===== config.mk =====
export PLATFORM = sky130hd
export DESIGN_NAME = serial_decimal_to_led_bar
export DESIGN_NICKNAME = d
export VERILOG_FILES = /design/src/rtl/sdlb_pkg.sv /design/src/rtl/serial_decimal_to_led_bar.sv
export VERILOG_INCLUDE_DIRS = /design/src /design/src/rtl
export SDC_FILE = /design/constraint.sdc
export NUM_CORES = 1
export LEC_CHECK = 0
export ABC_AREA = 1
export BUFFER_PORTS_ARGS = -buffer_cell sky130_fd_sc_hd__clkbuf_2
export CAP_MARGIN = 20
export CORE_ASPECT_RATIO = 1.75
export CORE_MARGIN = 1
export CORE_UTILIZATION = 40
export DETAILED_ROUTE_END_ITERATION = 8
export HOLD_SLACK_MARGIN = 0.08
export SYNTH_ARGS = -nofsm -noshare
export SYNTH_HDL_FRONTEND = slang
export SYNTH_SLANG_ARGS = --single-unit

===== constraint.sdc =====
create_clock -name clk -period 4.6 [get_ports clk]
set_input_delay 0.46 -clock clk [delete_from_list [all_inputs] [get_ports clk]]
set_output_delay 0.46 -clock clk [all_outputs]
set_load 0.1 [all_outputs]

===== src/rtl/serial_decimal_to_led_bar_defines.svh =====
// Assertion macros shared by the serial decimal to LED bar RTL.
`ifndef SERIAL_DECIMAL_TO_LED_BAR_DEFINES_SVH
`define SERIAL_DECIMAL_TO_LED_BAR_DEFINES_SVH

`ifndef SYNTHESIS
// Checked on every clock edge outside reset.
`define SDLB_ASSERT(label, prop) \
    label: assert property (@(posedge clk) disable iff (!rst_n) (prop)) \
    else $error("sdlb: assertion failed");
// Checked on every clock edge, reset included.
`define SDLB_ASSERT_ALWAYS(label, prop) \
    label: assert property (@(posedge clk) (prop)) \
    else $error("sdlb: assertion failed");
`else
`define SDLB_ASSERT(label, prop)
`define SDLB_ASSERT_ALWAYS(label, prop)
`endif

`endif


===== src/rtl/sdlb_pkg.sv =====
// Types, constants and helper functions for the serial decimal to LED bar block.
package sdlb_pkg;

    localparam int MAX_LINE_CHARS = 14;
    localparam int COUNT_W        = $clog2(MAX_LINE_CHARS + 1);

    localparam int BYTE_W   = 8;
    localparam int LIMIT_W  = 8;
    localparam int LEVEL_W  = 3;
    localparam int LED_W    = 4;
    localparam int CFG_IDX_W = 3;

    localparam logic [BYTE_W-1:0] CHAR_NEWLINE = 8'h0A;
    localparam logic [BYTE_W-1:0] CHAR_MINUS   = 8'h2D;
    localparam logic [BYTE_W-1:0] CHAR_DOT     = 8'h2E;
    localparam logic [BYTE_W-1:0] CHAR_ZERO    = 8'h30;
    localparam logic [BYTE_W-1:0] CHAR_NINE    = 8'h39;

    localparam logic [LIMIT_W-1:0] FAR_RESET   = 8'd10;
    localparam logic [LIMIT_W-1:0] MID_RESET   = 8'd8;
    localparam logic [LIMIT_W-1:0] NEAR_RESET  = 8'd6;
    localparam logic [LIMIT_W-1:0] CLOSE_RESET = 8'd4;
    localparam logic [LIMIT_W-1:0] HELD_RESET  = 8'd100;

    typedef enum logic [CFG_IDX_W-1:0] {
        REG_FAR_LIMIT   = 3'd0,
        REG_MID_LIMIT   = 3'd1,
        REG_NEAR_LIMIT  = 3'd2,
        REG_CLOSE_LIMIT = 3'd3
    } cfg_reg_t;

    typedef enum logic [LEVEL_W-1:0] {
        LVL_FAR     = 3'd0,
        LVL_MID     = 3'd1,
        LVL_NEAR    = 3'd2,
        LVL_CLOSE   = 3'd3,
        LVL_CLOSEST = 3'd4
    } level_t;

    // Line accumulator
    typedef struct packed {
        logic [COUNT_W-1:0] count;
        logic [7:0]         int_part;
        logic               frac_nz;
        logic               in_frac;
        logic               negative;
        logic               stopped;
    } acc_t;

    // Committed distance
    typedef struct packed {
        logic [7:0] int_part;
        logic       frac_nz;
        logic       negative;
    } held_t;

    typedef struct packed {
        logic [LIMIT_W-1:0] far_lim;
        logic [LIMIT_W-1:0] mid_lim;
        logic [LIMIT_W-1:0] near_lim;
        logic [LIMIT_W-1:0] close_lim;
    } limits_t;

    // Negative zero counts as non-negative.
    function automatic logic held_nonneg(held_t h);
        return !h.negative || (h.int_part == 8'd0 && !h.frac_nz);
    endfunction

    function automatic logic held_gt(held_t h, logic [LIMIT_W-1:0] lim);
        return held_nonneg(h) &&
               ((h.int_part > lim) || (h.int_part == lim && h.frac_nz));
    endfunction

    function automatic logic held_ge(held_t h, logic [LIMIT_W-1:0] lim);
        return held_nonneg(h) && (h.int_part >= lim);
    endfunction

    function automatic level_t level_of(held_t h, limits_t l);
        level_t lv;
        lv = LVL_FAR;
        priority if (held_gt(h, l.far_lim))
            lv = LVL_FAR;
        else if (held_ge(h, l.mid_lim) && !held_gt(h, l.far_lim))
            lv = LVL_MID;
        else if (held_ge(h, l.near_lim) && !held_ge(h, l.mid_lim))
            lv = LVL_NEAR;
        else if (held_ge(h, l.close_lim) && !held_ge(h, l.near_lim))
            lv = LVL_CLOSE;
        else if (!held_ge(h, l.close_lim))
            lv = LVL_CLOSEST;
        else
            lv = LVL_FAR;
        return lv;
    endfunction

    // Lowest lv bits set
    function automatic logic [LED_W-1:0] thermo(logic [LEVEL_W-1:0] lv);
        logic [LED_W:0] t;
        t = (LED_W+1)'(((LED_W+1)'(1) << lv) - (LED_W+1)'(1));
        return t[LED_W-1:0];
    endfunction

endpackage


===== src/rtl/serial_decimal_to_led_bar.sv =====
// Serial decimal line parser driving a proximity level and a thermometer LED bar.
//
//  channel | direction | handshake              | payload
//  --------+-----------+------------------------+-------------------------------
//  rx      | in        | rx_valid / rx_stall    | rx_byte[7:0]
//  res     | out       | res_valid / res_stall  | level[2:0], led_bar[3:0], line_end
//  cfg     | in        | cfg_valid / cfg_ready  | cfg_index[2:0], cfg_data[7:0]
//
// One item per cycle while rx_stall is low. A byte is parsed and its result
// registered in the cycle it is accepted, so the result appears in the next cycle.
// rx_stall rises only while a registered result is waiting and res_stall is
// high; a taken result and a new item may pass in the same cycle.
// cfg_ready is always high. Reset (rst_n, asynchronous) restores the default
// limits, an empty line and a held distance of 100.
module serial_decimal_to_led_bar (
    input  logic                          clk,
    input  logic                          rst_n,
    // received bytes
    input  logic                          rx_valid,
    output logic                          rx_stall,
    input  logic [sdlb_pkg::BYTE_W-1:0]   rx_byte,
    // results
    output logic                          res_valid,
    input  logic                          res_stall,
    output logic [sdlb_pkg::LEVEL_W-1:0]  level,
    output logic [sdlb_pkg::LED_W-1:0]    led_bar,
    output logic                          line_end,
    // configuration writes
    input  logic                          cfg_valid,
    output logic                          cfg_ready,
    input  logic [sdlb_pkg::CFG_IDX_W-1:0] cfg_index,
    input  logic [sdlb_pkg::LIMIT_W-1:0]  cfg_data
);
    import sdlb_pkg::*;

`include "serial_decimal_to_led_bar_defines.svh"

    limits_t              limits_reg;
    acc_t                 acc_reg, acc_next;
    held_t                held_reg, held_next;
    logic                 res_valid_reg, res_valid_next;
    logic [LEVEL_W-1:0]   level_reg;
    logic [LED_W-1:0]     led_bar_reg;
    logic                 line_end_reg;

    logic                 accept;
    logic                 is_newline;
    logic                 is_digit;
    logic [3:0]           digit;
    logic [11:0]          scaled;
    level_t               level_next;

    assign cfg_ready = 1'b1;
    assign rx_stall  = res_valid_reg && res_stall;
    assign accept    = rx_valid && !rx_stall;

    assign is_newline = (rx_byte == CHAR_NEWLINE);
    assign is_digit   = (rx_byte >= CHAR_ZERO) && (rx_byte <= CHAR_NINE);
    assign digit      = rx_byte[3:0];
    // acc * 10 + digit; tops out at 2559, well inside 12 bits
    assign scaled     = ({4'd0, acc_reg.int_part} << 3) + ({4'd0, acc_reg.int_part} << 1)
                      + {8'd0, digit};

    // Parser: a newline commits and clears; other bytes fill up to the line limit.
    always_comb
    begin
        acc_next  = acc_reg;
        held_next = held_reg;
        if (is_newline)
        begin
            held_next.int_part = acc_reg.int_part;
            held_next.frac_nz  = acc_reg.frac_nz;
            held_next.negative = acc_reg.negative;
            acc_next           = '0;
        end
        else if (acc_reg.count < COUNT_W'(MAX_LINE_CHARS))
        begin
            acc_next.count = acc_reg.count + COUNT_W'(1);
            // leading minus is a sign; anywhere else it stops parsing
            if (acc_reg.count == '0 && rx_byte == CHAR_MINUS)
                acc_next.negative = 1'b1;
            else if (!acc_reg.stopped)
            begin
                if (rx_byte == CHAR_DOT)
                    acc_next.in_frac = 1'b1;
                else if (is_digit)
                begin
                    if (acc_reg.in_frac)
                        acc_next.frac_nz = acc_reg.frac_nz || (digit != 4'd0);
                    else
                        acc_next.int_part = (scaled > 12'd255) ? 8'hFF : scaled[7:0];
                end
                else
                    acc_next.stopped = 1'b1;
            end
        end
    end

    assign level_next = level_of(held_next, limits_reg);

    always_comb
    begin
        if (accept)
            res_valid_next = 1'b1;
        else if (res_stall)
            res_valid_next = res_valid_reg;
        else
            res_valid_next = 1'b0;
    end

    // Control state and limits
    always_ff @(posedge clk or negedge rst_n)
    begin
        if (!rst_n)
        begin
            limits_reg.far_lim   <= FAR_RESET;
            limits_reg.mid_lim   <= MID_RESET;
            limits_reg.near_lim  <= NEAR_RESET;
            limits_reg.close_lim <= CLOSE_RESET;
            acc_reg              <= '0;
            held_reg.int_part    <= HELD_RESET;
            held_reg.frac_nz     <= 1'b0;
            held_reg.negative    <= 1'b0;
            res_valid_reg        <= 1'b0;
        end
        else
        begin
            if (cfg_valid && cfg_ready)
            begin
                unique case (cfg_index)
                    REG_FAR_LIMIT:   limits_reg.far_lim   <= cfg_data;
                    REG_MID_LIMIT:   limits_reg.mid_lim   <= cfg_data;
                    REG_NEAR_LIMIT:  limits_reg.near_lim  <= cfg_data;
                    REG_CLOSE_LIMIT: limits_reg.close_lim <= cfg_data;
                    default:         ; // unmapped index: write dropped
                endcase
            end
            if (accept)
            begin
                acc_reg  <= acc_next;
                held_reg <= held_next;
            end
            res_valid_reg <= res_valid_next;
        end
    end

    // Result register, loaded with each accepted item
    always_ff @(posedge clk)
    begin
        if (accept)
        begin
            level_reg    <= level_next;
            led_bar_reg  <= thermo(level_next);
            line_end_reg <= is_newline;
        end
    end

    assign res_valid = res_valid_reg;
    assign level     = level_reg;
    assign led_bar   = led_bar_reg;
    assign line_end  = line_end_reg;

    // A newline empties the line and is flagged on its result.
    `SDLB_ASSERT(a_newline_clears, (accept && is_newline) |=> (acc_reg == '0 && line_end_reg && res_valid_reg))
    // Other bytes never raise line_end.
    `SDLB_ASSERT(a_no_false_end, (accept && !is_newline) |=> !line_end_reg)
    // Kept-byte count never passes the line limit.
    `SDLB_ASSERT(a_count_bound, acc_reg.count <= COUNT_W'(MAX_LINE_CHARS))
    // The LED pattern always matches the level it carries.
    `SDLB_ASSERT(a_bar_matches, res_valid_reg |-> (led_bar_reg == thermo(level_reg) && level_reg <= LEVEL_W'(LVL_CLOSEST)))

endmodule


==> results.tsv <==
metric	value	unit
synth warn	0	
initial antenna violation count	0	
synthesized cell area	4260	um2
maximum VDD drop	0.232	mV
dpl hpwl	7270	um
Area Growth Syn to Fin	13.9	%
Synth Instances	529	
CTS Buffer Depth	2	
CTS Hold Bufs	0	
layout cell share with drive strength beyond 1	17.6	%
TritonCTS clock tree	done	
post-route minimum period	2.88	ns
max incr delay on CP	0.55	ns
number of global-route vias before repair	3362	
sequential-to-total area share from yosys stat	40.5	%
Clock Latency Late Sink	0.33	ns
Synthesized Nets	595	
Routed WL	9080	um
Mean Syn Cell Area	8.06	um2
core area	10300	um2
Critical Path RT	4.82	ns
Die Area	11100	um2
Antenna Nets Post-Route	0	
Clock Skew	0.00577	ns
# Max-Cap Violations	0	
critical path data arrival time	3.10	ns
P per Cell Area	399	nW/um2
switching share of power	34.1	%
Worst Path Max Fanout	5	
Die Height	139	um
First DRT Iteration DRCs	110	
ant diodes	0	
commonest cells after routing, fill and taps aside	nand2_1 (133), inv_1 (88), dfrtp_1 (50)	
total gr overflow	0	
Final Util	47.1	%
register bit total from synthesis	67	
largest net degree at the start of global routing	60	
Via density	4.85	
Post-CTS Setup Inserts	0	
CP cell instances	fa_1 -> inv_1 -> fa_1 -> o21ai_1 -> nand2_1 -> nand2_1 -> a21oi_1 -> nand2_1 -> nand2_1 -> nor4_2 -> nand2_1 -> o21ai_1 -> nand2_1	
worst slew pin tran	0.744	ns
post-cts repair resize count	0	
Core Rows	49	
io pins	35	
Setup crit start kind	register	
Max Freq	0.347	GHz
Multi-input gate area	2140	um2
Chip Width	80.1	um
TritonCTS Buffers	9	
Clock Sinks	67	
routed len/inst	13.0	um
status	finished, final reports clean	
clock network power share	34.5	%
register area	1730	um2
Crit. End Element	register	
Clock Pin Slew Worst Setup and Hold Paths	0.05	ns
leakage power	2.59	nW
H-tree depth	3	
Rel. slew slack	50.4	%
Remaining DRCs	0	
RSZ-0062 raised after global routing	false	
# nets final	634	
Min-Delay Path Class	primary input to asynchronous set/reset pin	
via count	3397	
period utilization	62.7	%
IO Port Bufs	33	
Max Slew Vio Count	0	
Logic pwr share	26.2	%
critical path's most frequent cell	nand2_1	
Netlist cell types	42	
slowest CP cell	fa_1	
commonest non-fill, non-tap cell in the layout	nand2_1	
critical path type	register to register	
root buf cell	clkbuf_16	
max FFs per register	32	
Initial Util	41.4	%
total track usage	18.3	%
Flop pwr share	39.3	%
final hold violation count	0	
GP Congestion	0.831	
drt first pass iters	4	
Pint	0.00128	W
setup TNS	0	ns
Final setup viols	0	
layout filler cell count	1032	
total net switching power	0.000660	W
first-pass GRT wire length	15500	um
-- logic make-up (layout without fill, tap and decap cells) --
logic type / count (synthesis) / count (layout) / synth area share (%)
other: 1 / 1 / 0.0879
AO/OA/AOI/OAI: 91 / 91 / 12.3
XOR/XNOR: 4 / 4 / 0.822
adder cells (fa/ha/maj): 42 / 42 / 12.7
AND/OR/NAND/NOR: 221 / 221 / 24.2
buffers and inverters: 103 / 147 / 9.36
flip-flops: 67 / 67 / 40.5
-- Yosys cell counts, drive strengths merged --
master   count  area, um2
a21o         1       7.51
a211oi       4       30.0
nand3b       3       22.5
dfrtp       50       1250
dfstp        9        236
nand4        3       18.8
ha          40        500
fa           2       40.0
a31oi        1       12.5
xnor2        3       26.3
a21boi       1       7.51
o21ai       58        305
o21a         1       7.51
o22ai        2       12.5
clkinv       1       5.00
nor2        41        234
o21bai       4       30.0
buf          2       18.8
conb         1       3.75
nor3         3       15.0
nor4         1       12.5
nand3       21        110
o2bb2ai      1       8.76
clkbuf       4       15.0
a21oi       17       96.4
edfxtp       8        240
inv         96        360
nand2      149        619
o211ai       1       7.51
xor2         1       8.76
-- layer usage --
layer | vias up | share of wire [%] | track usage (%)
met4 | 0 | 2.0 | 7.71
met3 | 11 | 2.7 | 2.76
met2 | 57 | 56 | 34.0
li1 | 1757 | - | -
met5 | - | 0 | 0
met1 | 1572 | 39 | 19.9
-- power by group through the flow --
stage                     registers, W  clock network [W]  logic [W]
final                         0.000760           0.000668   0.000507
after global routing          0.000771           0.000708   0.000576
after CTS                     0.000761           0.000678   0.000513
after detailed placement      0.000771                  0   0.000511
after global placement        0.000767                  0   0.000493
after floorplan               0.000849                  0   0.000301
-- area by class of cell --
class	count	share of cell area (%)
Timing Repair Buffer	34	3.56
Inverter	97	7.52
Clock buffer	9	4.64
Multi-Input combinational cell	359	44.0
Tap cell	127	3.27
Clock inverter	7	1.42
Sequential cell	67	35.6
-- path summary, 6_finish.rpt --
kind / start / endpoint / depth (start not counted) / slack [ns]
min in group clk: res_stall / res_valid / 3 / 0.36
max: acc_reg[4] / acc_reg[5] / 13 / 1.72
min: rst_n / limits_reg[0] / 2 / 0.27
max reg2reg: acc_reg[4] / acc_reg[5] / 13 / 1.72
max in group asynchronous: rst_n / res_valid / 2 / 3.83
min reg2reg: limits_reg[5] / limits_reg[5] / 2 / 0.48
-- critical path, delay by kind of cell, from the launching register on --
kind | cells | cell delay [ns]
adder cells (fa/ha/maj) | 2 | 1.00
AND/OR/NAND/NOR | 7 | 0.80
buffers and inverters | 1 | 0.07
AO/OA/AOI/OAI | 3 | 0.47
flip-flops | 1 | 0.43
-- through the flow --
stage               hold slack (ns)  setup WS, ns  total power (W)  instance area (um2)  instances
floorplan                     0.164          1.91          0.00115                 4260        529
global placement              0.467          1.61          0.00126                 4560        684
detailed placement            0.475          1.56          0.00128                 4560        684
CTS                           0.303          1.75          0.00195                 4860        700
global route                  0.347          1.45          0.00205                 4860        700
finish                        0.266          1.72          0.00194                 4860        700
Power figures use the tool's default switching activity.
